File: src/rtl/core/skrt_pkg.sv
`timescale 1ns / 1ps
package skrt_pkg;

  localparam int TableDepthDef = 16;
  localparam int NameBytesDef  = 25;
  localparam int NameBitsMax   = 200;

  localparam logic [2:0] FuncInsert = 3'd0;
  localparam logic [2:0] FuncSearch = 3'd1;
  localparam logic [2:0] FuncUpdate = 3'd2;
  localparam logic [2:0] FuncList   = 3'd3;
  localparam logic [2:0] FuncErase  = 3'd4;

  typedef enum logic [2:0] {
    StOk       = 3'd0,
    StNotFound = 3'd1,
    StExists   = 3'd2,
    StFull     = 3'd3,
    StEmpty    = 3'd4
  } status_t;

  typedef enum logic [3:0] {
    S_IDLE,
    S_SCAN_RD,
    S_SCAN_CMP,
    S_DECIDE,
    S_INS_RD,
    S_INS_WR,
    S_INS_PUT,
    S_UPD,
    S_ERS_RD,
    S_ERS_WR,
    S_LIST_RD,
    S_LIST_OUT,
    S_EMIT
  } state_t;

  typedef struct packed {
    status_t                 status;
    logic signed [31:0]      key;
    logic [NameBitsMax-1:0]  name;
    logic signed [31:0]      quantity;
    logic                    last;
  } result_t;

  typedef struct packed {
    logic    push;
    result_t res;
  } emit_t;

endpackage

File: src/rtl/core/skrt_out_if.sv
`timescale 1ns / 1ps
interface skrt_out_if;
  logic               valid;
  logic               ready;
  logic [2:0]         status;
  logic signed [31:0] out_key;
  logic [63:0]        out_name_0_7;
  logic [63:0]        out_name_8_15;
  logic [63:0]        out_name_16_23;
  logic [7:0]         out_name_24;
  logic signed [31:0] out_quantity;
  logic               last_result;

  modport source (
    output valid, status, out_key, out_name_0_7, out_name_8_15, out_name_16_23,
    output out_name_24, out_quantity, last_result,
    input  ready
  );
  modport sink (
    input  valid, status, out_key, out_name_0_7, out_name_8_15, out_name_16_23,
    input  out_name_24, out_quantity, last_result,
    output ready
  );
endinterface

File: src/rtl/core/skrt_outreg.sv
`timescale 1ns / 1ps
module skrt_outreg (
  input  logic                clk,
  input  logic                rst_n,
  input  skrt_pkg::emit_t     emit,
  output logic                free,
  skrt_out_if.source          out_ch
);

  logic              valid_r;
  skrt_pkg::result_t data_r;

  assign free = !valid_r || out_ch.ready;

  always_ff @(posedge clk) begin
    if (!rst_n) begin
      valid_r <= 1'b0;
    end else if (emit.push) begin
      valid_r <= 1'b1;
    end else if (out_ch.ready) begin
      valid_r <= 1'b0;
    end
  end

  always_ff @(posedge clk) begin
    if (emit.push) begin
      data_r <= emit.res;
    end
  end

  assign out_ch.valid          = valid_r;
  assign out_ch.status         = data_r.status;
  assign out_ch.out_key        = data_r.key;
  assign out_ch.out_name_0_7   = data_r.name[63:0];
  assign out_ch.out_name_8_15  = data_r.name[127:64];
  assign out_ch.out_name_16_23 = data_r.name[191:128];
  assign out_ch.out_name_24    = data_r.name[199:192];
  assign out_ch.out_quantity   = data_r.quantity;
  assign out_ch.last_result    = data_r.last;

endmodule

File: src/flat_wrapper.sv
// flat-port wrapper written by rule: the top's interface ports become plain ports
module skrt_outreg_flat 
  (clk, rst_n, emit, free, out_ch_valid, out_ch_status, out_ch_out_key, out_ch_out_name_0_7, out_ch_out_name_8_15, out_ch_out_name_16_23, out_ch_out_name_24, out_ch_out_quantity, out_ch_last_result, out_ch_ready);
  skrt_out_if out_ch_i ();
  input  logic clk;
  input  logic rst_n;
  input  skrt_pkg::emit_t emit;
  output logic free;
  output wire logic [$bits(out_ch_i.valid)-1:0] out_ch_valid;
  output wire logic [$bits(out_ch_i.status)-1:0] out_ch_status;
  output wire logic [$bits(out_ch_i.out_key)-1:0] out_ch_out_key;
  output wire logic [$bits(out_ch_i.out_name_0_7)-1:0] out_ch_out_name_0_7;
  output wire logic [$bits(out_ch_i.out_name_8_15)-1:0] out_ch_out_name_8_15;
  output wire logic [$bits(out_ch_i.out_name_16_23)-1:0] out_ch_out_name_16_23;
  output wire logic [$bits(out_ch_i.out_name_24)-1:0] out_ch_out_name_24;
  output wire logic [$bits(out_ch_i.out_quantity)-1:0] out_ch_out_quantity;
  output wire logic [$bits(out_ch_i.last_result)-1:0] out_ch_last_result;
  input wire logic [$bits(out_ch_i.ready)-1:0] out_ch_ready;
  assign out_ch_valid = out_ch_i.valid;
  assign out_ch_status = out_ch_i.status;
  assign out_ch_out_key = out_ch_i.out_key;
  assign out_ch_out_name_0_7 = out_ch_i.out_name_0_7;
  assign out_ch_out_name_8_15 = out_ch_i.out_name_8_15;
  assign out_ch_out_name_16_23 = out_ch_i.out_name_16_23;
  assign out_ch_out_name_24 = out_ch_i.out_name_24;
  assign out_ch_out_quantity = out_ch_i.out_quantity;
  assign out_ch_last_result = out_ch_i.last_result;
  assign out_ch_i.ready = out_ch_ready;
  skrt_outreg u_core (.clk(clk), .rst_n(rst_n), .emit(emit), .free(free), .out_ch(out_ch_i));
endmodule
File: config.mk
export PLATFORM = sky130hd
export DESIGN_NAME = skrt_outreg_flat
export DESIGN_NICKNAME = d
export VERILOG_FILES = /design/src/rtl/core/skrt_pkg.sv /design/src/rtl/core/skrt_out_if.sv /design/src/rtl/core/skrt_outreg.sv /design/src/flat_wrapper.sv
export SDC_FILE = /design/constraint.sdc
export NUM_CORES = 1
export LEC_CHECK = 0
export BUFFER_PORTS_ARGS = -buffer_cell sky130_fd_sc_hd__buf_2
export CORE_AREA = 4 4 208 210
export DETAILED_ROUTE_END_ITERATION = 8
export DIE_AREA = 0 0 212 214
export GPL_TIMING_DRIVEN = 0
export SLEW_MARGIN = 20
export SYNTH_ARGS = -nofsm -noshare
export SYNTH_HDL_FRONTEND = slang
export SYNTH_SLANG_ARGS = --single-unit
File: constraint.sdc
create_clock -name clk -period 0.8 [get_ports clk]
set_input_delay 0.24 -clock clk [delete_from_list [all_inputs] [get_ports clk]]
set_output_delay 0.24 -clock clk [all_outputs]
set_load 0.01 [all_outputs]
==> results.py <==
metrics = {
    "run": {
        "cap_violations": 0,
    },
    "timing": {
        "hold_slack_ps": 90.2,
        "rsz0062_at_grt": "true",
        "fmax_mhz": 704,
        "fin_ws_ps": -620,
        "finalHoldViolations": 0,
        "finalCriticalPeriod_ps": 1420,
        "fin_crit_sh_pct": 178,
        "relSlewSlack_pct": 70.5,
        "slew_viol_final": 0,
        "finalSetupViolCount": 270,
        "fin_worst_skew_ps": 0,
        "worstMarginPinSlew_ps": 443,
    },
    "worst_setup_path": {
        "cp_slowest_stage_delay_ps": 450,
        "reg2reg_to": "u_core.out_ch.valid",
        "end_kind": "output port",
        "cp_cell_sequence": "buf_2",
        "critPathBufInv": 1,
        "r2r_start": "u_core.out_ch.valid",
        "cp.depth": 1,
        "cp_max_fo": 1,
        "cp-start-kind": "flop",
        "rr_worst_depth": 4,
        "endpoint": "out_ch_status[2]",
        "worstSetupPathType": "reg -> out",
        "worstSetupStartpoint": "u_core.out_ch.status[2]",
        "rrSetupSlack_ps": 0,
        "cp.required_ps": 560,
        "path_delay_family": "flip-flops",
        "crit_arrival_ps": 1180,
        "slowest_stage": "edfxtp_1",
    },
    "floorplanning": {
        "die_area_mm2": 0.0454,
        "core_area_mm2": 0.0416,
        "die_x_um": 212,
        "std_cell_rows": 75,
        "start_util_pct": 19.5,
        "io_pins": 542,
        "die_h_um": 214,
    },
    "detailed_routing": {
        "dr.pass1.iters": 4,
        "viasPerCell": 3.62,
        "wl_per_cell_um": 17.2,
        "drtIter0Drc": 326,
        "drc": 0,
        "ant_nets": 0,
        "vias": 6080,
        "wl_mm": 28.9,
    },
    "synth": {
        "synth_top_area_cell": "edfxtp_1",
        "synth-seq-area-share_pct": 99.6,
        "synth_area_leaders": "edfxtp_1, dfxtp_1, nand2b_4",
        "postSynthCellCount": 272,
        "ys_async_sr_fraction_pct": 0,
        "synth.net_count": 544,
        "yosysUniqueCellTypes": 5,
        "ys_ff_latch": 269,
        "synth_flop_cell": "edfxtp_1",
        "synth.top_cells.by_count": "edfxtp_1, a21boi_2, dfxtp_1, inv_1, nand2b_4",
        "yosysMostFrequentCell": "edfxtp_1",
        "yosys_warnings": 0,
        "synthDominantCellAreaShare_pct": 99.4,
        "synth_edf_count": 268,
        "netlist_area_mm2": 0.00810,
        "syn_avg_cell_area_um2": 29.8,
    },
    "placed_design": {
        "place.detailed.hpwl_mm": 19.7,
        "finalWeightedCongestion": 0.761,
        "port_buffers": 541,
        "place_ws_ps": -927,
    },
    "clocking": {
        "tritoncts": "yes",
        "cts_inserted_buffers": 29,
        "clk_pin_slew_ps": 60,
        "cts.path.max_buffers": 3,
        "clk_latency_ps": 540,
        "htree_levels": 1,
        "root_buffer": "clkbuf_16",
        "cts.sink_count": 269,
    },
    "layout": {
        "syn_to_final_growth_pct": 89.4,
        "n_fill_cell": 3884,
        "drive_gt1_share_pct": 51.7,
        "num-nets-final": 1391,
    },
    "grt": {
        "track_usage_pct": 11.9,
        "overflow": 0,
        "grt_pass1_vias": 6929,
        "antenna_found_initial": 4,
        "grt_pass1_wl_mm": 41.3,
        "grt_max_degree": 87,
    },
    "status": {
        "violations": "negative setup slack",
        "status": "complete, but fails checks",
    },
    "pwr": {
        "pwr_density_cell_mw_per_mm2": 2200,
        "p_leak_nw": 6.45,
        "peakVddDrop_mv": 1.69,
    },
    "hold_path": {
        "hold_class": "in -> reg",
    },
}
[layer usage]
metal | GRT usage [%] | vias to the layer above | part of all wire, %
li1 | - | 2813 | -
met1 | 13.0 | 2856 | 36
met2 | 21.1 | 362 | 50
met3 | 4.55 | 47 | 11
met4 | 3.67 | 2 | 2.5
met5 | 0 | - | 0.069
[cells by family (layout without fill, tap and decap cells)]
group,Yosys count,in the layout,synth area share (%)
AO/OA/AOI/OAI,1,1,0.139
AND/OR/NAND/NOR,1,1,0.170
flip-flops,269,269,99.6
buffers and inverters,1,867,0.0463
other,0,3,0
[layout by cell type, fill, tap and decap left out]
master	netlist	final
clkinv_1	0	2
bufinv_16	0	2
buf_6	0	18
dfxtp_2	0	1
bufbuf_16	0	2
diode_2	0	3
clkinvlp_4	0	1
edfxtp_1	268	268
buf_2	0	524
inv_1	1	1
clkinv_2	0	3
clkbuf_8	0	2
nand2b_4	1	1
buf_16	0	3
clkinv_4	0	1
a21boi_2	1	1
dlygate4sd3_1	0	269
clkbuf_16	0	29
clkbuf_1	0	10
[area by class of cell]
cell class | count | area, um^2 | share of cell area [%]
Antenna cell | 3 | 7.51 | 0.0490
Clock buffer | 41 | 791 | 5.16
Clock inverter | 9 | 98.8 | 0.645
Inverter | 1 | 3.75 | 0.0245
Multi-Input combinational cell | 2 | 25.0 | 0.163
Sequential cell | 269 | 8070 | 52.6
Tap cell | 539 | 674 | 4.40
Timing Repair Buffer | 816 | 5670 | 36.9
[power by group]
| part | switching [mW] | internal (mW) | total, mW |
|---|---|---|---|
| sequential | 0.331 | 16.8 | 17.1 |
| clock | 5.24 | 7.46 | 12.7 |
| combinational | 1.84 | 2.18 | 4.02 |
[sequential cells by signal (all words and copies together) (netlist names)]
| register | cells |
|---|---|
| u_core.out_ch.last_result | 1 |
| u_core.out_ch.out_key | 32 |
| u_core.out_ch.out_name_0_7 | 64 |
| u_core.out_ch.out_name_16_23 | 64 |
| u_core.out_ch.out_name_24 | 8 |
| u_core.out_ch.out_name_8_15 | 64 |
| u_core.out_ch.out_quantity | 32 |
| u_core.out_ch.status | 3 |
| u_core.out_ch.valid | 1 |
[stage by stage]
step | power, mW | utilization [%] | area (um^2) | std cells | setup TNS (ps)
final | 33.8 | 36.9 | 15300 | 1680 | -134250
after global routing | 35.2 | 36.9 | 15300 | 1679 | -150100
after CTS | 34.3 | 36.7 | 15300 | 1676 | -145480
after detailed placement | 20.2 | 27.8 | 11500 | 1354 | -194550
after global placement | 20.2 | 27.6 | 11500 | 1352 | -1129490
after floorplan | 18.0 | - | 8100 | 272 | 0
[worst min-delay path by stage]
stage            startpoint                          endpoint  slack [ps]  cells past startpoint
2_1_floorplan       emit[0]         u_core.out_ch.last_result         340                      0
3_5_place_dp        emit[0]         u_core.out_ch.last_result         420                      1
5_1_grt           emit[268]  u_core.out_ch.out_name_16_23[48]          70                      1
3_3_place_gp      emit[236]          u_core.out_ch.out_key[3]         420                      1
4_1_cts        out_ch_ready               u_core.out_ch.valid          20                      4
6_report          emit[268]         u_core.out_ch.out_key[14]          90                      1
[repair_timing]
item                                    CTS  global route
pin swaps                                 0             1
hold buffers                            269             0
setup buffers                             1             1
gates resized for setup                  20             9
endpoints found under the hold margin   269             0
endpoints found under the setup margin  454           270
gates cloned                              2             0
No activity file was read; power rests on OpenSTA's default activity.
