--- config.mk ---
export PLATFORM = sky130hd
export DESIGN_NAME = skrt_ram
export DESIGN_NICKNAME = d
export VERILOG_FILES = /design/src/rtl/core/skrt_ram.sv
export SDC_FILE = /design/constraint.sdc
export NUM_CORES = 1
export LEC_CHECK = 0
export ABC_AREA = 1
export BUFFER_PORTS_ARGS = -buffer_cell sky130_fd_sc_hd__buf_2
export CAP_MARGIN = 20
export CORE_MARGIN = 2
export CORE_UTILIZATION = 45
export DETAILED_ROUTE_END_ITERATION = 6
export GPL_TIMING_DRIVEN = 0
export HOLD_SLACK_MARGIN = 0.06
export PLACE_DENSITY = 0.58
export SLEW_MARGIN = 20
export SYNTH_ARGS = -nofsm -noshare
export SYNTH_HDL_FRONTEND = slang
export SYNTH_SLANG_ARGS = --single-unit
--- constraint.sdc ---
create_clock -name clk -period 1.43 [get_ports clk]
set_clock_uncertainty 0.05 [all_clocks]
set_input_delay 0.2145 -clock clk [delete_from_list [all_inputs] [get_ports clk]]
set_output_delay 0.2145 -clock clk [all_outputs]
set_load 0.05 [all_outputs]
--- src/rtl/core/skrt_ram.sv ---
`timescale 1ns / 1ps
module skrt_ram #(
  parameter int WIDTH = 8,
  parameter int DEPTH = 16,
  localparam int AW = (DEPTH > 1) ? $clog2(DEPTH) : 1
) (
  input  logic             clk,
  input  logic             we,
  input  logic [AW-1:0]    waddr,
  input  logic [WIDTH-1:0] wdata,
  input  logic             re,
  input  logic [AW-1:0]    raddr,
  output logic [WIDTH-1:0] rdata
);

  logic [WIDTH-1:0] mem [DEPTH];

  always_ff @(posedge clk) begin
    if (we) begin
      mem[waddr] <= wdata;
    end
    if (re) begin
      rdata <= mem[raddr];
    end
  end

endmodule

==> results of run 1 <==
## worst paths after layout
check                                from        end  cells past startpoint
worst max-delay path             waddr[3]  mem[5][7]                      3
worst min-delay path                   re   rdata[2]                      1
worst max register to register  mem[6][6]   rdata[6]                      6
worst min register to register  mem[4][1]   rdata[1]                      6
## cell families (layout without fill, tap and decap cells)
kind of cell / Yosys count / in the layout / synth area share
and+or+nand+nor: 289 / 289 / 0.2076
DFF: 136 / 136 / 0.6985
buffers and inverters: 126 / 181 / 0.09394
## report_power, final
group	switching (uW)	internal (uW)
sequential	20.1	4490
combinational	488	168
clock	1560	2700
## registers in the layout (all words and copies together), names as in the netlist
register	flops
rdata	8
mem	128
## placed cells by master, fill, tap and decap left out, drive strengths merged, types with 2 or more instances in the layout
master / synthesis / layout
edfxtp: 136 / 136
nand3b: 2 / 2
bufinv: 0 / 3
nand3: 97 / 97
clkbuf: 0 / 20
inv: 102 / 102
nand2: 173 / 173
nor2: 17 / 17
buf: 24 / 47
clkinv: 0 / 8
## Yosys cell counts
cell type and n:
nand2_1 173, edfxtp_1 136, inv_1 100, nand3_1 97, nor2_1 17, buf_2 13, buf_6 6, buf_4 4
inv_2 2, nand3b_1 2, buf_1 1
## layer usage
| layer | GRT usage | up-vias | part of all wire |
|---|---|---|---|
| li1 | - | 1866 | - |
| met1 | 0.3410 | 1843 | 0.45 |
| met2 | 0.3183 | 179 | 0.44 |
| met3 | 0.05184 | 16 | 0.093 |
| met4 | 0.08660 | 0 | 0.016 |
| met5 | 0 | - | 0 |
## area by class of cell
class,count,area share
Timing Repair Buffer,23,0.01706
Clock inverter,12,0.01965
Tap cell,172,0.03189
Sequential cell,136,0.6051
Multi-Input combinational cell,289,0.1802
Clock buffer,20,0.06470
Inverter,102,0.05673
Buffer,24,0.02466
## through the flow
step	cells	cell area, sq um
floorplan	551	5847
global placement	746	6177
detailed placement	746	6177
CTS	778	6746
global route	778	6749
finish	778	6749
==> impl_metrics.json, run 1 <==
{
  "cts-buffers-inserted": 17,
  "slew_violations": 0,
  "fin_util": 0.5326,
  "arrival_ps": 1370,
  "cts.path.max_buffers": 2,
  "avgSynthCellArea_sq_um": 10.61,
  "core_region_area_sq_mm": 0.01267,
  "yosysWarningCount": 0,
  "wl_mm": 14.72,
  "maxCapViolations": 0,
  "dieHeight_microns": 118.0,
  "criticalPathCategory": "input pin to register",
  "antenna_cells": 0,
  "power_uw": 9426,
  "timing.fmax_ghz": 0.7239,
  "place_worst_setup_slack_ps": -368.7,
  "critPathSlowestCell": "nor2_1",
  "worstSkewPairLatency_ps": 420,
  "hold_ws_ps": 110.7,
  "synth.area.top_cells": "edfxtp_1 (70%), nand2_1 (11%), nand3_1 (8.3%)",
  "track_usage": 0.2265,
  "drt_iter0_markers": 389,
  "tightestPinTransition_ps": 889.0,
  "rows": 41,
  "critPathMaxStageDelay_ps": 740,
  "multi_input_area_sq_mm": 0.001216,
  "worst_slack_ps": 48.53,
  "netlist_area_sq_mm": 0.005847,
  "rsz0062_at_grt": "false",
  "min_period_ps": 1381,
  "syn2layout_area_growth_pct": 15.43,
  "start_util": 0.4614,
  "dp_hpwl_mm": 9.520,
  "grt_pass1_wl_mm": 22.49,
  "synth_top_area_cell": "edfxtp_1",
  "end_kind": "register",
  "drc": 1,
  "grt_pass1_vias": 3669,
  "drt-pass1-iter-count": 7,
  "synth.yosys.seq_area_share": 0.6985,
  "hold_viol_final": 0,
  "hp-class": "input pin to register",
  "cts_root_buf": "clkbuf_16",
  "drive_above_1_share": 0.1221,
  "syn_nets": 570,
  "antenna_found_initial": 0,
  "cts.htree.levels": 4,
  "crit_family": "simple AND/OR/NAND/NOR gates",
  "clkTransAtPathRegs_ps": 60,
  "cts_tree": "done",
  "cp_max_fo": 8,
  "path_cells": "buf_2 -> nand3b_1 -> nor2_1",
  "violations": "DRC",
  "ys_seq_elements": 136,
  "critPathBufInv": 1,
  "overflow": 0,
  "start_kind": "input pin",
  "syn_inst": 551,
  "drt-vias-per-instance": 5.018,
  "ant_nets": 0,
  "synth_top_area_frac": 0.6985,
  "post_drt_wl_per_cell_microns": 18.92,
  "setup_viol": 0,
  "vias": 3904,
  "p_per_area_mw_per_mm2": 1397,
  "min_period_over_period": 0.9661,
  "p_leak_uw": 0.002903,
  "gp_congestion": 0.9249,
  "port_buffers": 23,
  "fp.dieArea_sq_mm": 0.01392,
  "crit_required_ps": 1420,
  "slew_headroom": 0.4051,
  "peakVddDrop_mv": 0.7481,
  "cts_sinks": 136,
  "grt_max_degree": 17,
  "synth.distinct_cells": 11,
  "ios": 27,
  "fin_nets": 612,
  "status": "finished, violations left",
  "seqCellArea_sq_mm": 0.004084,
  "ctsResizeCount": 0,
  "cts_setup_buffers": 0,
  "die_w_microns": 118.0,
  "r2r_slack_ps": 220,
  "tns_ps": 0,
  "postCtsHoldBufs": 0,
  "n_fill_cell": 1150
}
No activity file was read; power rests on OpenSTA's default activity.
==> inputs of run 2 (changes only) <==
--- a/config.mk
+++ b/config.mk
@@ -5,15 +5,15 @@
 export SDC_FILE = /design/constraint.sdc
 export NUM_CORES = 1
 export LEC_CHECK = 0
-export ABC_AREA = 1
 export BUFFER_PORTS_ARGS = -buffer_cell sky130_fd_sc_hd__buf_2
 export CAP_MARGIN = 20
 export CORE_MARGIN = 2
 export CORE_UTILIZATION = 45
+export CTS_CLUSTER_DIAMETER = 60
 export DETAILED_ROUTE_END_ITERATION = 6
-export GPL_TIMING_DRIVEN = 0
+export GPL_TIMING_DRIVEN = 1
 export HOLD_SLACK_MARGIN = 0.06
-export PLACE_DENSITY = 0.58
+export PLACE_DENSITY = 0.59
 export SLEW_MARGIN = 20
 export SYNTH_ARGS = -nofsm -noshare
 export SYNTH_HDL_FRONTEND = slang
==> impl_metrics.json, run 2 <==
{
  "hp-class": "input pin to register",
  "ys_seq_elements": 136,
  "critPathSlowestCell": "mux4_2",
  "worstSkewPairLatency_ps": 400,
  "gp_congestion": 0.7074,
  "maxCapViolations": 0,
  "grt_pass1_wl_mm": 15.13,
  "rsz0062_at_grt": "true",
  "dp.cells": 418,
  "antenna_cells": 0,
  "regMostFlops": "mem",
  "dieHeight_microns": 111.8,
  "cp_max_fo": 1,
  "worst_slack_ps": -76.81,
  "cts-buffers-inserted": 17,
  "clkTransAtPathRegs_ps": 60,
  "synth.yosys.seq_area_share": 0.7812,
  "drive_above_1_share": 0.4085,
  "min_period_ps": 1507,
  "final_common_cell": "edfxtp_1",
  "synth-edff-count": 136,
  "yosysWarningCount": 0,
  "dp_hpwl_mm": 6.363,
  "fin_util": 0.5560,
  "antenna_found_initial": 0,
  "netlist_area_sq_mm": 0.005228,
  "status": "finished, violations left",
  "rows": 39,
  "layout_common_cells": "edfxtp_1 (136), mux4_2 (32), buf_2 (26), buf_4 (26), clkbuf_16 (17)",
  "path_cells": "mux4_2 -> a22oi_2 -> nand2_1",
  "slew_violations": 0,
  "drt-vias-per-instance": 5.486,
  "die_w_microns": 111.8,
  "netlist_top_cells_count": "edfxtp_1 (136), mux4_2 (18), a22oi_1 (16), mux4_1 (14), nor2_1 (13)",
  "synth.area.top_cells": "edfxtp_1 (78%), mux4_2 (7.8%), mux4_1 (7.0%)",
  "timing.rr.end": "rdata[2]",
  "ant_nets": 0,
  "holdPathStages": 1,
  "cts_setup_buffers": 0,
  "async_reset_ff_frac": 0,
  "hold_start": "wdata[4]",
  "synth_top_area_frac": 0.7812,
  "cts_sinks": 136,
  "end_kind": "register",
  "r2r_slack_ps": -80,
  "ff2ff_path_depth": 3,
  "synth_top_area_cell": "edfxtp_1",
  "syn_inst": 229,
  "endpoint": "rdata[2]",
  "drt_iter0_markers": 224,
  "timing.rr.start": "mem[0][2]",
  "setup_viol": 5,
  "port_buffers": 26,
  "peakVddDrop_mv": 0.9094,
  "start_util": 0.4598,
  "criticalPathCategory": "register to register",
  "track_usage": 0.1707,
  "grt_max_degree": 21,
  "avgSynthCellArea_sq_um": 22.83,
  "fin_nets": 313,
  "violations": "setup timing",
  "grt_pass1_vias": 2559,
  "worstSetupStartpoint": "mem[0][2]",
  "synth-main-ff-cell": "edfxtp_1",
  "hold_viol_final": 0,
  "post_drt_wl_per_cell_microns": 21.87,
  "overflow": 0,
  "critPathMaxStageDelay_ps": 490,
  "fin_cells": 449,
  "synthMostInstantiatedCell": "edfxtp_1",
  "slew_headroom": 0.3922,
  "ios": 27,
  "timing.fmax_ghz": 0.6637,
  "cts_tree": "done",
  "top_regs": "mem x128, rdata x8",
  "largest_reg_flops": 128,
  "tightestPinTransition_ps": 908.4,
  "drc": 0,
  "p_leak_uw": 0.002123,
  "syn2layout_area_growth_pct": 20.92,
  "arrival_ps": 1610,
  "syn_nets": 248,
  "min_period_over_period": 1.054,
  "synth.distinct_cells": 18,
  "core_region_area_sq_mm": 0.01137,
  "cts_root_buf": "clkbuf_16",
  "fp.dieArea_sq_mm": 0.01249,
  "cts.path.max_buffers": 2,
  "start_kind": "register",
  "p_per_area_mw_per_mm2": 1495,
  "cts.htree.levels": 4,
  "crit_required_ps": 1530,
  "drt-pass1-iter-count": 4,
  "vias": 2463,
  "wl_mm": 9.819
}
[run 2: cell types whose count changed after synthesis, sizes merged, moves of 2 or more]
cell / before / now
nand2b: 0 / 2
nor2: 17 / 13
nand2: 173 / 9
nor3: 0 / 4
clkdlybuf4s25: 0 / 3
a22oi: 0 / 16
nand3: 97 / 1
buf: 24 / 7
inv: 102 / 0
mux4: 0 / 32
[run 2: how the worst min path moves through the flow]
| stage | endpoint | slack, ps |
|---|---|---|
| floorplan | mem[0][0] | 260 |
| global placement | mem[2][4] | 550 |
| detailed placement | mem[2][4] | 550 |
| CTS | mem[2][4] | 120 |
| global route | mem[3][4] | 140 |
| finish | mem[3][4] | 130 |
[run 2: critical path, delay by kind of cell (launching register included)]
family	cells	cell delay [ps]
AND/OR/NAND/NOR	1	80
flip-flops	1	390
AO/OA/AOI/OAI	1	250
multiplexers	1	490
[run 2: cells by family after synthesis]
logic type | count (synthesis) | share of synthesized area
AO/OA/AOI/OAI | 16 | 0.02298
buffers and inverters | 10 | 0.01651
AND/OR/NAND/NOR | 35 | 0.03136
multiplexers | 32 | 0.1479
flip-flops | 136 | 0.7812
[run 2: per-layer routing]
metal | part of all wire | wire length [microns] | up-vias | global-route usage
li1 | - | - | 1096 | -
met1 | 0.44 | 4334 | 1265 | 0.2486
met2 | 0.47 | 4639 | 96 | 0.2440
met3 | 0.077 | 756 | 6 | 0.04899
met4 | 0.0091 | 89 | 0 | 0.07243
met5 | 0 | 0 | - | 0
[run 2: layout make-up]
type	instances	area [sq um]
sequential	136	4084
clock buffer	17	425.4
multi-input combinational	83	1045
tap	143	178.9
fill	859	5049
timing repair buffer	56	405.4
clock inverter	14	182.7
[run 2: what timing repair did]
action / 4_1_cts / 5_1_grt
hold buffers: 0 / 0
gates cloned: 0 / 0
gates resized for setup: 4 / 2
setup endpoints to repair: 7 / 8
hold endpoints to repair: 0 / 0
[run 2: power breakdown]
group          internal (uW)  switching [uW]
combinational            205             309
sequential              4490            25.5
clock                   2890            1530
[run 2: per-stage QoR]
step	hold WS [ps]	area [sq um]	TNS [ps]	worst slack, ps	power [uW]
floorplan	263.4	5228	-3355	-100.6	4909
global placement	551.6	5692	-5464	-365.4	5104
detailed placement	553.6	5692	-5875	-385.7	5111
CTS	124.1	6320	-173.9	-58.32	9531
global route	136.6	6321	-484.7	-95.31	9759
finish	132.7	6321	-197.8	-76.81	9449
==> inputs of run 3 (changes only) <==
--- a/config.mk
+++ b/config.mk
@@ -14,6 +14,7 @@
 export GPL_TIMING_DRIVEN = 1
 export HOLD_SLACK_MARGIN = 0.06
 export PLACE_DENSITY = 0.59
+export REMOVE_ABC_BUFFERS = 1
 export SLEW_MARGIN = 20
 export SYNTH_ARGS = -nofsm -noshare
 export SYNTH_HDL_FRONTEND = slang
==> constraint.sdc (replaced) <==
create_clock -name clk -period 1.7 [get_ports clk]
set_clock_uncertainty 0.05 [all_clocks]
set_input_delay 0.255 -clock clk [delete_from_list [all_inputs] [get_ports clk]]
set_output_delay 0.255 -clock clk [all_outputs]
set_load 0.05 [all_outputs]
==> impl_metrics.json, run 3 (synthesized netlist as in run 2, its figures left out) <==
{
  "p_per_area_mw_per_mm2": 1283,
  "tightestPinTransition_ps": 678.7,
  "place_area_sq_mm": 0.005665,
  "ctsResizeCount": 0,
  "drc": 0,
  "wl_mm": 9.909,
  "drt_iter0_markers": 161,
  "rsz0062_at_grt": "false",
  "tns_ps": 0,
  "cts-buffers-inserted": 17,
  "cts.path.max_buffers": 2,
  "status": "finished clean",
  "busiest_layer": "met2",
  "min_period_over_period": 0.9141,
  "drt-pass1-iter-count": 5,
  "arrival_ps": 1670,
  "fin_nets": 305,
  "layout_common_cells": "edfxtp_1 (136), buf_2 (26), mux4_2 (18), buf_4 (18), clkbuf_16 (17)",
  "gp_congestion": 0.7037,
  "worst_slack_ps": 146.0,
  "min_period_ps": 1554,
  "die_w_microns": 111.8,
  "grt_max_degree": 25,
  "rows": 39,
  "drive_above_1_share": 0.3211,
  "crit_required_ps": 1820,
  "hp-class": "input pin to register",
  "clkTransAtPathRegs_ps": 60,
  "port_buffers": 26,
  "n_fill_cell": 862,
  "syn2layout_area_growth_pct": 20.49,
  "post_drt_wl_per_cell_microns": 22.42,
  "cts_root_buf": "clkbuf_16",
  "top_regs": "mem x128, rdata x8",
  "p_leak_uw": 0.002144,
  "cts.htree.levels": 4,
  "grt_pass1_vias": 2540,
  "cts_sinks": 136,
  "setup_viol": 0,
  "slew_headroom": 0.5466,
  "drt-vias-per-instance": 5.563,
  "largest_reg_flops": 128,
  "grt_use_met2": 0.2537,
  "peakVddDrop_mv": 0.5378,
  "regMostFlops": "mem",
  "finalInstanceArea_sq_mm": 0.006299,
  "internal_power_uw": 6512,
  "final_common_cell": "edfxtp_1",
  "postCtsHoldBufs": 0,
  "use_met1": 0.2441,
  "grt_pass1_wl_mm": 15.19,
  "cts_setup_buffers": 0,
  "overflow": 0,
  "slew_violations": 0,
  "start_util": 0.4598,
  "p_clk_frac": 0.479,
  "hold_viol_final": 0,
  "maxCapViolations": 0,
  "start_kind": "register",
  "met3_usage": 0.05825,
  "ant_nets": 0,
  "sequentialPowerShare": 0.470,
  "track_usage": 0.1733,
  "core_region_area_sq_mm": 0.01137,
  "ios": 27,
  "worstSkewPairLatency_ps": 420,
  "place_worst_setup_slack_ps": -140.8,
  "vias": 2459,
  "timing.fmax_ghz": 0.6435,
  "criticalPathCategory": "register to register",
  "cts_tree": "done",
  "dieHeight_microns": 111.8,
  "antenna_found_initial": 0,
  "hold_ws_ps": 153.0,
  "cp_max_fo": 1,
  "fp.dieArea_sq_mm": 0.01249,
  "power_frac_comb": 0.051,
  "end_kind": "register",
  "p_sw_uw": 1572,
  "antenna_cells": 0,
  "swShare": 0.1945
}
[run 3: metrics by stage]
step	util	cells	power, uW
finish	0.5540	442	8084
detailed placement	0.4983	410	4285
global route	0.5540	442	8329
floorplan	-	219	4071
CTS	0.5540	442	8142
global placement	0.4983	410	4278
[run 3: worst paths after layout]
| path | startpoint | endpoint | slack, ps | cells past startpoint |
|---|---|---|---|---|
| setup / recovery | mem[4][0] | rdata[0] | 150 | 3 |
| hold / removal | re | rdata[6] | 150 | 1 |
| setup reg to reg | mem[4][0] | rdata[0] | 150 | 3 |
| hold reg to reg | mem[14][0] | rdata[0] | 700 | 3 |
[run 3: worst max-delay path: stages (launching register included)]
cell	delay, ps
edfxtp_1	360
mux4_1	540
a22oi_1	280
nand2_1	80
[run 3: area by class of cell]
type	count	area, sq um	area share
multi-input cells	83	1057	0.1679
well taps	143	178.9	0.02841
clock inverters	15	207.7	0.03298
flip-flops and latches	136	4084	0.6484
clock buffers	17	425.4	0.06754
repair buffers	48	345.3	0.05483
[run 3: power by group through the flow]
stage | sequential [uW] | clock, uW | combinational, uW
floorplan | 3920 | 0 | 151
global placement | 3870 | 0 | 413
detailed placement | 3870 | 0 | 417
CTS | 3800 | 3920 | 418
global route | 3800 | 4080 | 442
finish | 3800 | 3870 | 410
[run 3: layer usage]
layer,vias up,part of all wire
li1,1101,-
met1,1274,0.47
met2,69,0.46
met3,15,0.053
met4,0,0.015
met5,-,0
