--- src/rtl/core/skrt_pkg.sv ---
`timescale 1ns / 1ps
package skrt_pkg;

  localparam int TableDepthDef = 16;
  localparam int NameBytesDef  = 25;
  localparam int NameBitsMax   = 200;

  localparam logic [2:0] FuncInsert = 3'd0;
  localparam logic [2:0] FuncSearch = 3'd1;
  localparam logic [2:0] FuncUpdate = 3'd2;
  localparam logic [2:0] FuncList   = 3'd3;
  localparam logic [2:0] FuncErase  = 3'd4;

  typedef enum logic [2:0] {
    StOk       = 3'd0,
    StNotFound = 3'd1,
    StExists   = 3'd2,
    StFull     = 3'd3,
    StEmpty    = 3'd4
  } status_t;

  typedef enum logic [3:0] {
    S_IDLE,
    S_SCAN_RD,
    S_SCAN_CMP,
    S_DECIDE,
    S_INS_RD,
    S_INS_WR,
    S_INS_PUT,
    S_UPD,
    S_ERS_RD,
    S_ERS_WR,
    S_LIST_RD,
    S_LIST_OUT,
    S_EMIT
  } state_t;

  typedef struct packed {
    status_t                 status;
    logic signed [31:0]      key;
    logic [NameBitsMax-1:0]  name;
    logic signed [31:0]      quantity;
    logic                    last;
  } result_t;

  typedef struct packed {
    logic    push;
    result_t res;
  } emit_t;

endpackage

--- src/rtl/core/skrt_in_if.sv ---
`timescale 1ns / 1ps
interface skrt_in_if;
  logic               valid;
  logic               ready;
  logic [2:0]         func;
  logic signed [31:0] part_key;
  logic [63:0]        name_bytes_0_7;
  logic [63:0]        name_bytes_8_15;
  logic [63:0]        name_bytes_16_23;
  logic [7:0]         name_byte_24;
  logic signed [31:0] amount;

  modport source (
    output valid, func, part_key, name_bytes_0_7, name_bytes_8_15, name_bytes_16_23,
    output name_byte_24, amount,
    input  ready
  );
  modport sink (
    input  valid, func, part_key, name_bytes_0_7, name_bytes_8_15, name_bytes_16_23,
    input  name_byte_24, amount,
    output ready
  );
endinterface

--- src/rtl/core/skrt_ctrl.sv ---
`timescale 1ns / 1ps
module skrt_ctrl #(
  parameter int TABLE_DEPTH = skrt_pkg::TableDepthDef,
  parameter int NAME_BYTES  = skrt_pkg::NameBytesDef,
  localparam int AW = (TABLE_DEPTH > 1) ? $clog2(TABLE_DEPTH) : 1,
  localparam int RW = 8 * NAME_BYTES + 64
) (
  input  logic            clk,
  input  logic            rst_n,
  skrt_in_if.sink         in_ch,
  output skrt_pkg::emit_t emit,
  input  logic            emit_free,
  output logic            ram_we,
  output logic [AW-1:0]   ram_waddr,
  output logic [RW-1:0]   ram_wdata,
  output logic            ram_re,
  output logic [AW-1:0]   ram_raddr,
  input  logic [RW-1:0]   ram_rdata
);

  localparam int CW = $clog2(TABLE_DEPTH + 1);
  localparam int NW = 8 * NAME_BYTES;

  // record layout: quantity, key, name (low bytes first)
  function automatic skrt_pkg::result_t mk_res(
    input skrt_pkg::status_t st,
    input logic [31:0]       key,
    input logic [NW-1:0]     name,
    input logic [31:0]       qty,
    input logic              last
  );
    skrt_pkg::result_t r;
    r          = '0;
    r.status   = st;
    r.key      = key;
    r.name[NW-1:0] = name;
    r.quantity = qty;
    r.last     = last;
    return r;
  endfunction

  skrt_pkg::state_t  state_r, state_nxt;
  logic [CW-1:0]     count_r, count_nxt;
  logic [CW-1:0]     idx_r, idx_nxt;
  logic [CW-1:0]     mv_r, mv_nxt;
  logic [2:0]        func_r, func_nxt;
  logic signed [31:0] key_r, key_nxt;
  logic [NW-1:0]     name_r, name_nxt;
  logic signed [31:0] amt_r, amt_nxt;
  logic              hit_r, hit_nxt;
  logic [RW-1:0]     rec_r, rec_nxt;
  skrt_pkg::result_t res_r, res_nxt;

  logic                            in_acc;
  logic [skrt_pkg::NameBitsMax-1:0] name_full;
  logic signed [31:0]              rd_key;
  logic                            rd_less;
  logic [CW-1:0]                   idx_inc, mv_inc, mv_dec;
  logic                            full;
  logic signed [32:0]              sum;
  logic [31:0]                     sat_qty;

  assign in_acc    = in_ch.valid && in_ch.ready;
  assign name_full = {in_ch.name_byte_24, in_ch.name_bytes_16_23,
                      in_ch.name_bytes_8_15, in_ch.name_bytes_0_7};
  assign rd_key    = ram_rdata[NW+31:NW];
  assign rd_less   = rd_key < key_r;
  assign idx_inc   = idx_r + CW'(1);
  assign mv_inc    = mv_r + CW'(1);
  assign mv_dec    = mv_r - CW'(1);
  assign full      = count_r == CW'(TABLE_DEPTH);

  // saturating add on the stored quantity
  assign sum = {rec_r[RW-1], rec_r[RW-1:NW+32]} + {amt_r[31], amt_r};
  always_comb begin
    if (sum[32] != sum[31]) begin
      sat_qty = sum[32] ? 32'h8000_0000 : 32'h7fff_ffff;
    end else begin
      sat_qty = sum[31:0];
    end
  end

  // next state
  always_comb begin
    state_nxt = state_r;
    case (state_r)
      skrt_pkg::S_IDLE: begin
        if (in_acc) begin
          if (in_ch.func == skrt_pkg::FuncList) begin
            state_nxt = (count_r == '0) ? skrt_pkg::S_EMIT : skrt_pkg::S_LIST_RD;
          end else if (in_ch.func inside {skrt_pkg::FuncInsert, skrt_pkg::FuncSearch,
                                          skrt_pkg::FuncUpdate, skrt_pkg::FuncErase}) begin
            state_nxt = skrt_pkg::S_SCAN_RD;
          end
        end
      end
      skrt_pkg::S_SCAN_RD: begin
        state_nxt = (idx_r == count_r) ? skrt_pkg::S_DECIDE : skrt_pkg::S_SCAN_CMP;
      end
      skrt_pkg::S_SCAN_CMP: begin
        state_nxt = rd_less ? skrt_pkg::S_SCAN_RD : skrt_pkg::S_DECIDE;
      end
      skrt_pkg::S_DECIDE: begin
        case (func_r)
          skrt_pkg::FuncInsert: begin
            state_nxt = (full || hit_r) ? skrt_pkg::S_EMIT : skrt_pkg::S_INS_RD;
          end
          skrt_pkg::FuncUpdate: state_nxt = hit_r ? skrt_pkg::S_UPD : skrt_pkg::S_EMIT;
          skrt_pkg::FuncErase:  state_nxt = hit_r ? skrt_pkg::S_ERS_RD : skrt_pkg::S_EMIT;
          default:              state_nxt = skrt_pkg::S_EMIT;
        endcase
      end
      skrt_pkg::S_INS_RD: begin
        state_nxt = (mv_r == idx_r) ? skrt_pkg::S_INS_PUT : skrt_pkg::S_INS_WR;
      end
      skrt_pkg::S_INS_WR:  state_nxt = skrt_pkg::S_INS_RD;
      skrt_pkg::S_INS_PUT: state_nxt = skrt_pkg::S_EMIT;
      skrt_pkg::S_UPD:     state_nxt = skrt_pkg::S_EMIT;
      skrt_pkg::S_ERS_RD: begin
        state_nxt = (mv_inc >= count_r) ? skrt_pkg::S_EMIT : skrt_pkg::S_ERS_WR;
      end
      skrt_pkg::S_ERS_WR:  state_nxt = skrt_pkg::S_ERS_RD;
      skrt_pkg::S_LIST_RD: state_nxt = skrt_pkg::S_LIST_OUT;
      skrt_pkg::S_LIST_OUT: begin
        if (emit_free) begin
          state_nxt = (idx_inc == count_r) ? skrt_pkg::S_IDLE : skrt_pkg::S_LIST_RD;
        end
      end
      skrt_pkg::S_EMIT: begin
        if (emit_free) begin
          state_nxt = skrt_pkg::S_IDLE;
        end
      end
      default: state_nxt = skrt_pkg::S_IDLE;
    endcase
  end

  // memory port, handshake and result push
  always_comb begin
    in_ch.ready = 1'b0;
    ram_we      = 1'b0;
    ram_waddr   = idx_r[AW-1:0];
    ram_wdata   = ram_rdata;
    ram_re      = 1'b0;
    ram_raddr   = idx_r[AW-1:0];
    emit.push   = 1'b0;
    emit.res    = res_r;
    case (state_r)
      skrt_pkg::S_IDLE: in_ch.ready = 1'b1;
      skrt_pkg::S_SCAN_RD: begin
        ram_re = idx_r != count_r;
      end
      skrt_pkg::S_INS_RD: begin
        ram_re    = mv_r != idx_r;
        ram_raddr = mv_dec[AW-1:0];
      end
      skrt_pkg::S_INS_WR: begin
        ram_we    = 1'b1;
        ram_waddr = mv_r[AW-1:0];
      end
      skrt_pkg::S_INS_PUT: begin
        ram_we    = 1'b1;
        ram_wdata = {amt_r, key_r, name_r};
      end
      skrt_pkg::S_UPD: begin
        ram_we    = 1'b1;
        ram_wdata = {sat_qty, rec_r[NW+31:0]};
      end
      skrt_pkg::S_ERS_RD: begin
        ram_re    = mv_inc < count_r;
        ram_raddr = mv_inc[AW-1:0];
      end
      skrt_pkg::S_ERS_WR: begin
        ram_we    = 1'b1;
        ram_waddr = mv_r[AW-1:0];
      end
      skrt_pkg::S_LIST_RD: ram_re = 1'b1;
      skrt_pkg::S_LIST_OUT: begin
        emit.push = emit_free;
        emit.res  = mk_res(skrt_pkg::StOk, ram_rdata[NW+31:NW], ram_rdata[NW-1:0],
                           ram_rdata[RW-1:NW+32], idx_inc == count_r);
      end
      skrt_pkg::S_EMIT: emit.push = emit_free;
      default: ;
    endcase
  end

  // datapath registers
  always_comb begin
    count_nxt = count_r;
    idx_nxt   = idx_r;
    mv_nxt    = mv_r;
    func_nxt  = func_r;
    key_nxt   = key_r;
    name_nxt  = name_r;
    amt_nxt   = amt_r;
    hit_nxt   = hit_r;
    rec_nxt   = rec_r;
    res_nxt   = res_r;
    case (state_r)
      skrt_pkg::S_IDLE: begin
        if (in_acc) begin
          func_nxt = in_ch.func;
          key_nxt  = in_ch.part_key;
          name_nxt = name_full[NW-1:0];
          amt_nxt  = in_ch.amount;
          idx_nxt  = '0;
          hit_nxt  = 1'b0;
          res_nxt  = mk_res(skrt_pkg::StEmpty, '0, '0, '0, 1'b1);
        end
      end
      skrt_pkg::S_SCAN_CMP: begin
        if (rd_less) begin
          idx_nxt = idx_inc;
        end else begin
          hit_nxt = rd_key == key_r;
          rec_nxt = ram_rdata;
        end
      end
      skrt_pkg::S_DECIDE: begin
        mv_nxt  = hit_r ? idx_r : count_r;
        res_nxt = mk_res(skrt_pkg::StNotFound, key_r, '0, '0, 1'b1);
        case (func_r)
          skrt_pkg::FuncInsert: begin
            if (full) begin
              res_nxt.status = skrt_pkg::StFull;
            end else if (hit_r) begin
              res_nxt.status = skrt_pkg::StExists;
            end
          end
          default: begin
            if (hit_r) begin
              res_nxt = mk_res(skrt_pkg::StOk, rec_r[NW+31:NW], rec_r[NW-1:0],
                               rec_r[RW-1:NW+32], 1'b1);
            end
          end
        endcase
      end
      skrt_pkg::S_INS_WR: mv_nxt = mv_dec;
      skrt_pkg::S_INS_PUT: begin
        count_nxt = count_r + CW'(1);
        res_nxt   = mk_res(skrt_pkg::StOk, key_r, name_r, amt_r, 1'b1);
      end
      skrt_pkg::S_UPD: res_nxt.quantity = sat_qty;
      skrt_pkg::S_ERS_RD: begin
        if (mv_inc >= count_r) begin
          count_nxt = count_r - CW'(1);
        end
      end
      skrt_pkg::S_ERS_WR: mv_nxt = mv_inc;
      skrt_pkg::S_LIST_OUT: begin
        if (emit_free) begin
          idx_nxt = idx_inc;
        end
      end
      default: ;
    endcase
  end

  always_ff @(posedge clk) begin
    if (!rst_n) begin
      state_r <= skrt_pkg::S_IDLE;
      count_r <= '0;
    end else begin
      state_r <= state_nxt;
      count_r <= count_nxt;
    end
  end

  always_ff @(posedge clk) begin
    idx_r  <= idx_nxt;
    mv_r   <= mv_nxt;
    func_r <= func_nxt;
    key_r  <= key_nxt;
    name_r <= name_nxt;
    amt_r  <= amt_nxt;
    hit_r  <= hit_nxt;
    rec_r  <= rec_nxt;
    res_r  <= res_nxt;
  end

endmodule

--- src/flat_wrapper.sv ---
// flat-port wrapper written by rule: the top's interface ports become plain ports
module skrt_ctrl_flat 
#(
  parameter int TABLE_DEPTH = skrt_pkg::TableDepthDef,
  parameter int NAME_BYTES  = skrt_pkg::NameBytesDef,
  localparam int AW = (TABLE_DEPTH > 1) ? $clog2(TABLE_DEPTH) : 1,
  localparam int RW = 8 * NAME_BYTES + 64
)
  (clk, rst_n, emit, emit_free, ram_we, ram_waddr, ram_wdata, ram_re, ram_raddr, ram_rdata, in_ch_valid, in_ch_func, in_ch_part_key, in_ch_name_bytes_0_7, in_ch_name_bytes_8_15, in_ch_name_bytes_16_23, in_ch_name_byte_24, in_ch_amount, in_ch_ready);
  skrt_in_if in_ch_i ();
  input  logic clk;
  input  logic rst_n;
  output skrt_pkg::emit_t emit;
  input  logic emit_free;
  output logic ram_we;
  output logic [AW-1:0] ram_waddr;
  output logic [RW-1:0] ram_wdata;
  output logic ram_re;
  output logic [AW-1:0] ram_raddr;
  input  logic [RW-1:0] ram_rdata;
  input wire logic [$bits(in_ch_i.valid)-1:0] in_ch_valid;
  input wire logic [$bits(in_ch_i.func)-1:0] in_ch_func;
  input wire logic [$bits(in_ch_i.part_key)-1:0] in_ch_part_key;
  input wire logic [$bits(in_ch_i.name_bytes_0_7)-1:0] in_ch_name_bytes_0_7;
  input wire logic [$bits(in_ch_i.name_bytes_8_15)-1:0] in_ch_name_bytes_8_15;
  input wire logic [$bits(in_ch_i.name_bytes_16_23)-1:0] in_ch_name_bytes_16_23;
  input wire logic [$bits(in_ch_i.name_byte_24)-1:0] in_ch_name_byte_24;
  input wire logic [$bits(in_ch_i.amount)-1:0] in_ch_amount;
  output wire logic [$bits(in_ch_i.ready)-1:0] in_ch_ready;
  assign in_ch_i.valid = in_ch_valid;
  assign in_ch_i.func = in_ch_func;
  assign in_ch_i.part_key = in_ch_part_key;
  assign in_ch_i.name_bytes_0_7 = in_ch_name_bytes_0_7;
  assign in_ch_i.name_bytes_8_15 = in_ch_name_bytes_8_15;
  assign in_ch_i.name_bytes_16_23 = in_ch_name_bytes_16_23;
  assign in_ch_i.name_byte_24 = in_ch_name_byte_24;
  assign in_ch_i.amount = in_ch_amount;
  assign in_ch_ready = in_ch_i.ready;
  skrt_ctrl #(.TABLE_DEPTH(TABLE_DEPTH), .NAME_BYTES(NAME_BYTES)) u_core (.clk(clk), .rst_n(rst_n), .in_ch(in_ch_i), .emit(emit), .emit_free(emit_free), .ram_we(ram_we), .ram_waddr(ram_waddr), .ram_wdata(ram_wdata), .ram_re(ram_re), .ram_raddr(ram_raddr), .ram_rdata(ram_rdata));
endmodule
--- config.mk ---
export PLATFORM = sky130hd
export DESIGN_NAME = skrt_ctrl_flat
export DESIGN_NICKNAME = d
export VERILOG_FILES = /design/src/rtl/core/skrt_pkg.sv /design/src/rtl/core/skrt_in_if.sv /design/src/rtl/core/skrt_ctrl.sv /design/src/flat_wrapper.sv
export SDC_FILE = /design/constraint.sdc
export NUM_CORES = 2
export LEC_CHECK = 0
export ABC_CLOCK_PERIOD_IN_PS = 17250
export BUFFER_PORTS_ARGS = -buffer_cell sky130_fd_sc_hd__buf_2
export CAP_MARGIN = 5
export CORE_AREA = 8 8 415 417
export DETAILED_ROUTE_END_ITERATION = 7
export DIE_AREA = 0 0 423 425
export SYNTH_ARGS = -nofsm -noshare
export SYNTH_HDL_FRONTEND = slang
export SYNTH_SLANG_ARGS = --single-unit
export TNS_END_PERCENT = 1
--- constraint.sdc ---
create_clock -name clk -period 17.25 [get_ports clk]
set_input_delay 3.45 -clock clk [delete_from_list [all_inputs] [get_ports clk]]
set_output_delay 3.45 -clock clk [all_outputs]
set_load 0.005 [all_outputs]
==> metrics.md <==
| Metric | Value |
|---|---|
| First drt pass iteration count | `7` |
| Switching power of the nets | `1650 uW` |
| Main synth FF type | `edfxtp_1` |
| Wirelength per Cell | `27.6 um` |
| HP Class | `register to register` |
| Highest Clock Rate | `115 MHz` |
| Routed WL | `179000 um` |
| Status | `completed` |
| Logic pwr share | `17.4%` |
| Setup-failing EPs final | `0` |
| Post-DR vias/cell | `5.00` |
| Vias | `32445` |
| Final HPWL DP | `133000 um` |
| Dpl cell area | `46400 um^2` |
| RSZ-0062 raised after global routing | `no` |
| CTS tree | `built` |
| Total GRT Usage | `18.5%` |
| Worst-skew pair later-pin latency | `0.73 ns` |
| Worst slack at placement | `8.79 ns` |
| Worst slew pin tran | `1.10 ns` |
| Share of cells above drive strength 1 | `36.6%` |
| Vias in the first global route | `31093` |
| Post_cts resized | `0` |
| Critical path capture point type | `output port` |
| Clock Tree Buf Depth | `3` |
| Period minus WS final | `8.69 ns` |
| Worst hold slack | `0.514 ns` |
| Final Hold Fails | `0` |
| Post-CTS setup buffer count | `0` |
| Clock slew at reported path FFs | `0.06 ns` |
| Period Utilization, post-route | `50.4%` |
| Post-synth EDFFs | `809` |
| CP endpoint | `ram_wdata[109]` |
| Post-Synthesis Cells | `3137` |
| Critical path launch point | `u_core.state_r[0]$_SDFFE_PN0P_` |
| Largest net degree at the start of global routing | `144` |
| Worst-path fanout max | `66` |
| Sw frac | `28.9%` |
| Max-slew headroom | `26.4%` |
| Sequential share of power | `45.6%` |
| CTS Buf Count | `96` |
| Total core area | `166000 um^2` |
| Sum Neg Setup Slack | `0 ns` |
| Clock sinks | `818` |
| CTS H-tree lvls | `3` |
| Worst EP arrival | `5.24 ns` |
| Worst ir drop on vdd | `0.000113 V` |
| # IOs | `1079` |
| DRT antenna net count | `0` |
| Synthesized Nets | `3749` |
| Async set or reset register ratio after synthesis | `0%` |
| Area grow syn2layout | `28.9%` |
| Mapped cell area | `38600 um^2` |
| Avg Inst Size Synth | `12.3 um^2` |
| Yosys warns | `0` |
| Die Area | `180000 um^2` |
| Die H | `425 um` |
| R2r setup slk | `12.02 ns` |
| First-pass GRT wire length | `244000 um` |
| DR iter-0 viols | `3981` |
| DRC | `0` |
| CTS Hold Bufs | `0` |
| Clock power share | `37.0%` |
| Antenna violations before repair | `72` |
| Leak pwr | `0.0206 uW` |
| Pins Over Slew Limit | `0` |
| Worst Setup Slack, final | `8.56 ns` |
| Max_cap viols | `0` |
| Number of I/O port buffers | `1078` |
| Synth Register Bits | `818` |
| Power Density | `115 nW/um^2` |
| Seq/Total Area, Yosys | `63.4%` |
| Library cells used by synthesis | `72` |
| Initial Utilization | `23.3%` |
| Die X | `423 um` |
| Routability cong. | `0.985` |
| Worst R2R End | `u_core.rec_r[57]$_DFFE_PP_` |
| Root Buffer | `clkbuf_16` |
| Worst EP required | `13.80 ns` |
| Global route total overflow | `0` |
| Fin Clk Skew | `0.0752 ns` |
| Worst r2r path cells | `10` |
| Crit path launch type | `register` |
| Layout net count | `4777` |
| Final instance area | `49800 um^2` |
| Internal Power | `4060 uW` |
| R2r startpoint | `u_core.key_r[13]$_DFFE_PP_` |
| Row count | `150` |
| Kind of critical path | `register to output port` |
## critical path, stage by stage (launching register included)
cell     delay [ns]
dfxtp_2        0.31
buf_4          0.57
nor2b_1        0.31
and3_4         0.46
buf_4          0.59
buf_4          0.65
buf_4          0.82
a22oi_1        0.14
nand2_1        0.27
buf_2          0.17
## flip-flops by register name (all words and copies together), names as in the netlist
signal          cells
u_core.state_r      4
u_core.rec_r      264
u_core.res_r      267
u_core.key_r       32
u_core.amt_r       32
u_core.func_r       3
u_core.count_r      5
u_core.idx_r        5
u_core.mv_r         5
u_core.hit_r        1
u_core.name_r     200
## power groups by stage
stage	Clock, uW	Sequential (uW)	Combinational (uW)
after floorplan	0	2650	480
after global placement	0	2630	988
after detailed placement	0	2630	992
after CTS	2160	2600	998
after global routing	2230	2620	1060
final	2110	2600	994
## layout make-up
type                    instances  area [um^2]
multi-input cells            2077        13300
clock inverters                66          754
clock buffers                 111         2460
fillers                     17113       116000
repair buffers               1118         5710
flip-flops and latches        818        24500
inverters                      54          203
well taps                    2204         2760
diodes                         47          118
## how the worst min path moves through the flow
stage                                  end  depth (start not counted)                    startpoint  slack [ns]
2_1_floorplan  u_core.res_r[100]$_DFFE_PP_                          2   u_core.name_r[67]$_DFFE_PP_        0.50
3_3_place_gp    u_core.res_r[69]$_DFFE_PP_                          2   u_core.name_r[36]$_DFFE_PP_        0.50
3_5_place_dp   u_core.res_r[173]$_DFFE_PP_                          2  u_core.name_r[140]$_DFFE_PP_        0.51
4_1_cts        u_core.res_r[110]$_DFFE_PP_                          2   u_core.name_r[77]$_DFFE_PP_        0.52
5_1_grt         u_core.res_r[97]$_DFFE_PP_                          2   u_core.name_r[64]$_DFFE_PP_        0.55
6_report       u_core.res_r[110]$_DFFE_PP_                          2   u_core.name_r[77]$_DFFE_PP_        0.51
## synth_stat cells, types with 5 or more instances
library cell	number	area share, %
nand3_1	24	0.31
o21a_1	10	0.19
edfxtp_1	809	63
and2_1	11	0.18
buf_1	7	0.068
a21oi_1	72	0.93
nor3_1	52	0.67
a221o_1	34	0.88
a31oi_1	7	0.11
xor2_1	18	0.41
nand2_1	862	8.4
nor2_1	44	0.43
a22oi_1	267	5.2
o21ai_1	31	0.40
mux2_2	264	7.7
o21ai_0	70	0.91
ha_1	75	2.4
a22o_1	33	0.75
and3_1	9	0.15
nand4_1	19	0.31
a21o_1	24	0.47
inv_1	53	0.52
nor4_1	7	0.11
mux2i_1	5	0.13
a211oi_1	16	0.31
buf_2	10	0.13
clkbuf_1	169	1.6
nor2b_1	6	0.097
dfxtp_1	9	0.47
o211ai_1	11	0.21
xnor2_1	34	0.77
nand2b_1	8	0.13
## per-layer routing
layer	GRT usage [%]	routed length, um	vias up
met5	0	92	-
met4	9.22	9040	14
met3	5.17	17300	350
met2	29.5	84200	1942
met1	23.2	68600	16273
li1	-	-	13866
## through the flow
stage	cells	power (uW)	util [%]
final	6495	5710	30.0
after detailed placement	6271	3630	28.0
after CTS	6448	5760	29.9
after floorplan	3137	3130	-
after global placement	6271	3620	28.0
after global routing	6482	5910	30.0
## layout by cell type, fill, tap and decap left out, types with 11 or more instances in the layout
cell and instances:
o211ai_1 11, a22o_1 33, o21ai_1 31, mux2_2 263, a21oi_1 72, xnor2_1 34
clkinv_2 19, nor3_1 51, o21ai_0 70, inv_1 53, clkbuf_1 15, buf_4 39
nand3_1 21, xor2_1 18, nand4_1 19, ha_1 75, a211oi_1 15, a221o_1 34
edfxtp_1 809, diode_2 47, bufinv_16 12, buf_2 1078, clkinv_1 20, a22oi_1 267
a21o_1 24, nand2_1 860, nor2_1 42, clkbuf_16 96
## cells by family after synthesis
kind of cell / after synthesis / synth area share [%]
buf+inv: 242 / 2.40
fa+ha+maj: 77 / 2.53
mux: 269 / 7.83
compound gates: 625 / 11.6
simple gates: 1054 / 11.1
flops: 818 / 63.4
xor+xnor: 52 / 1.18
Power figures use the tool's default switching activity.
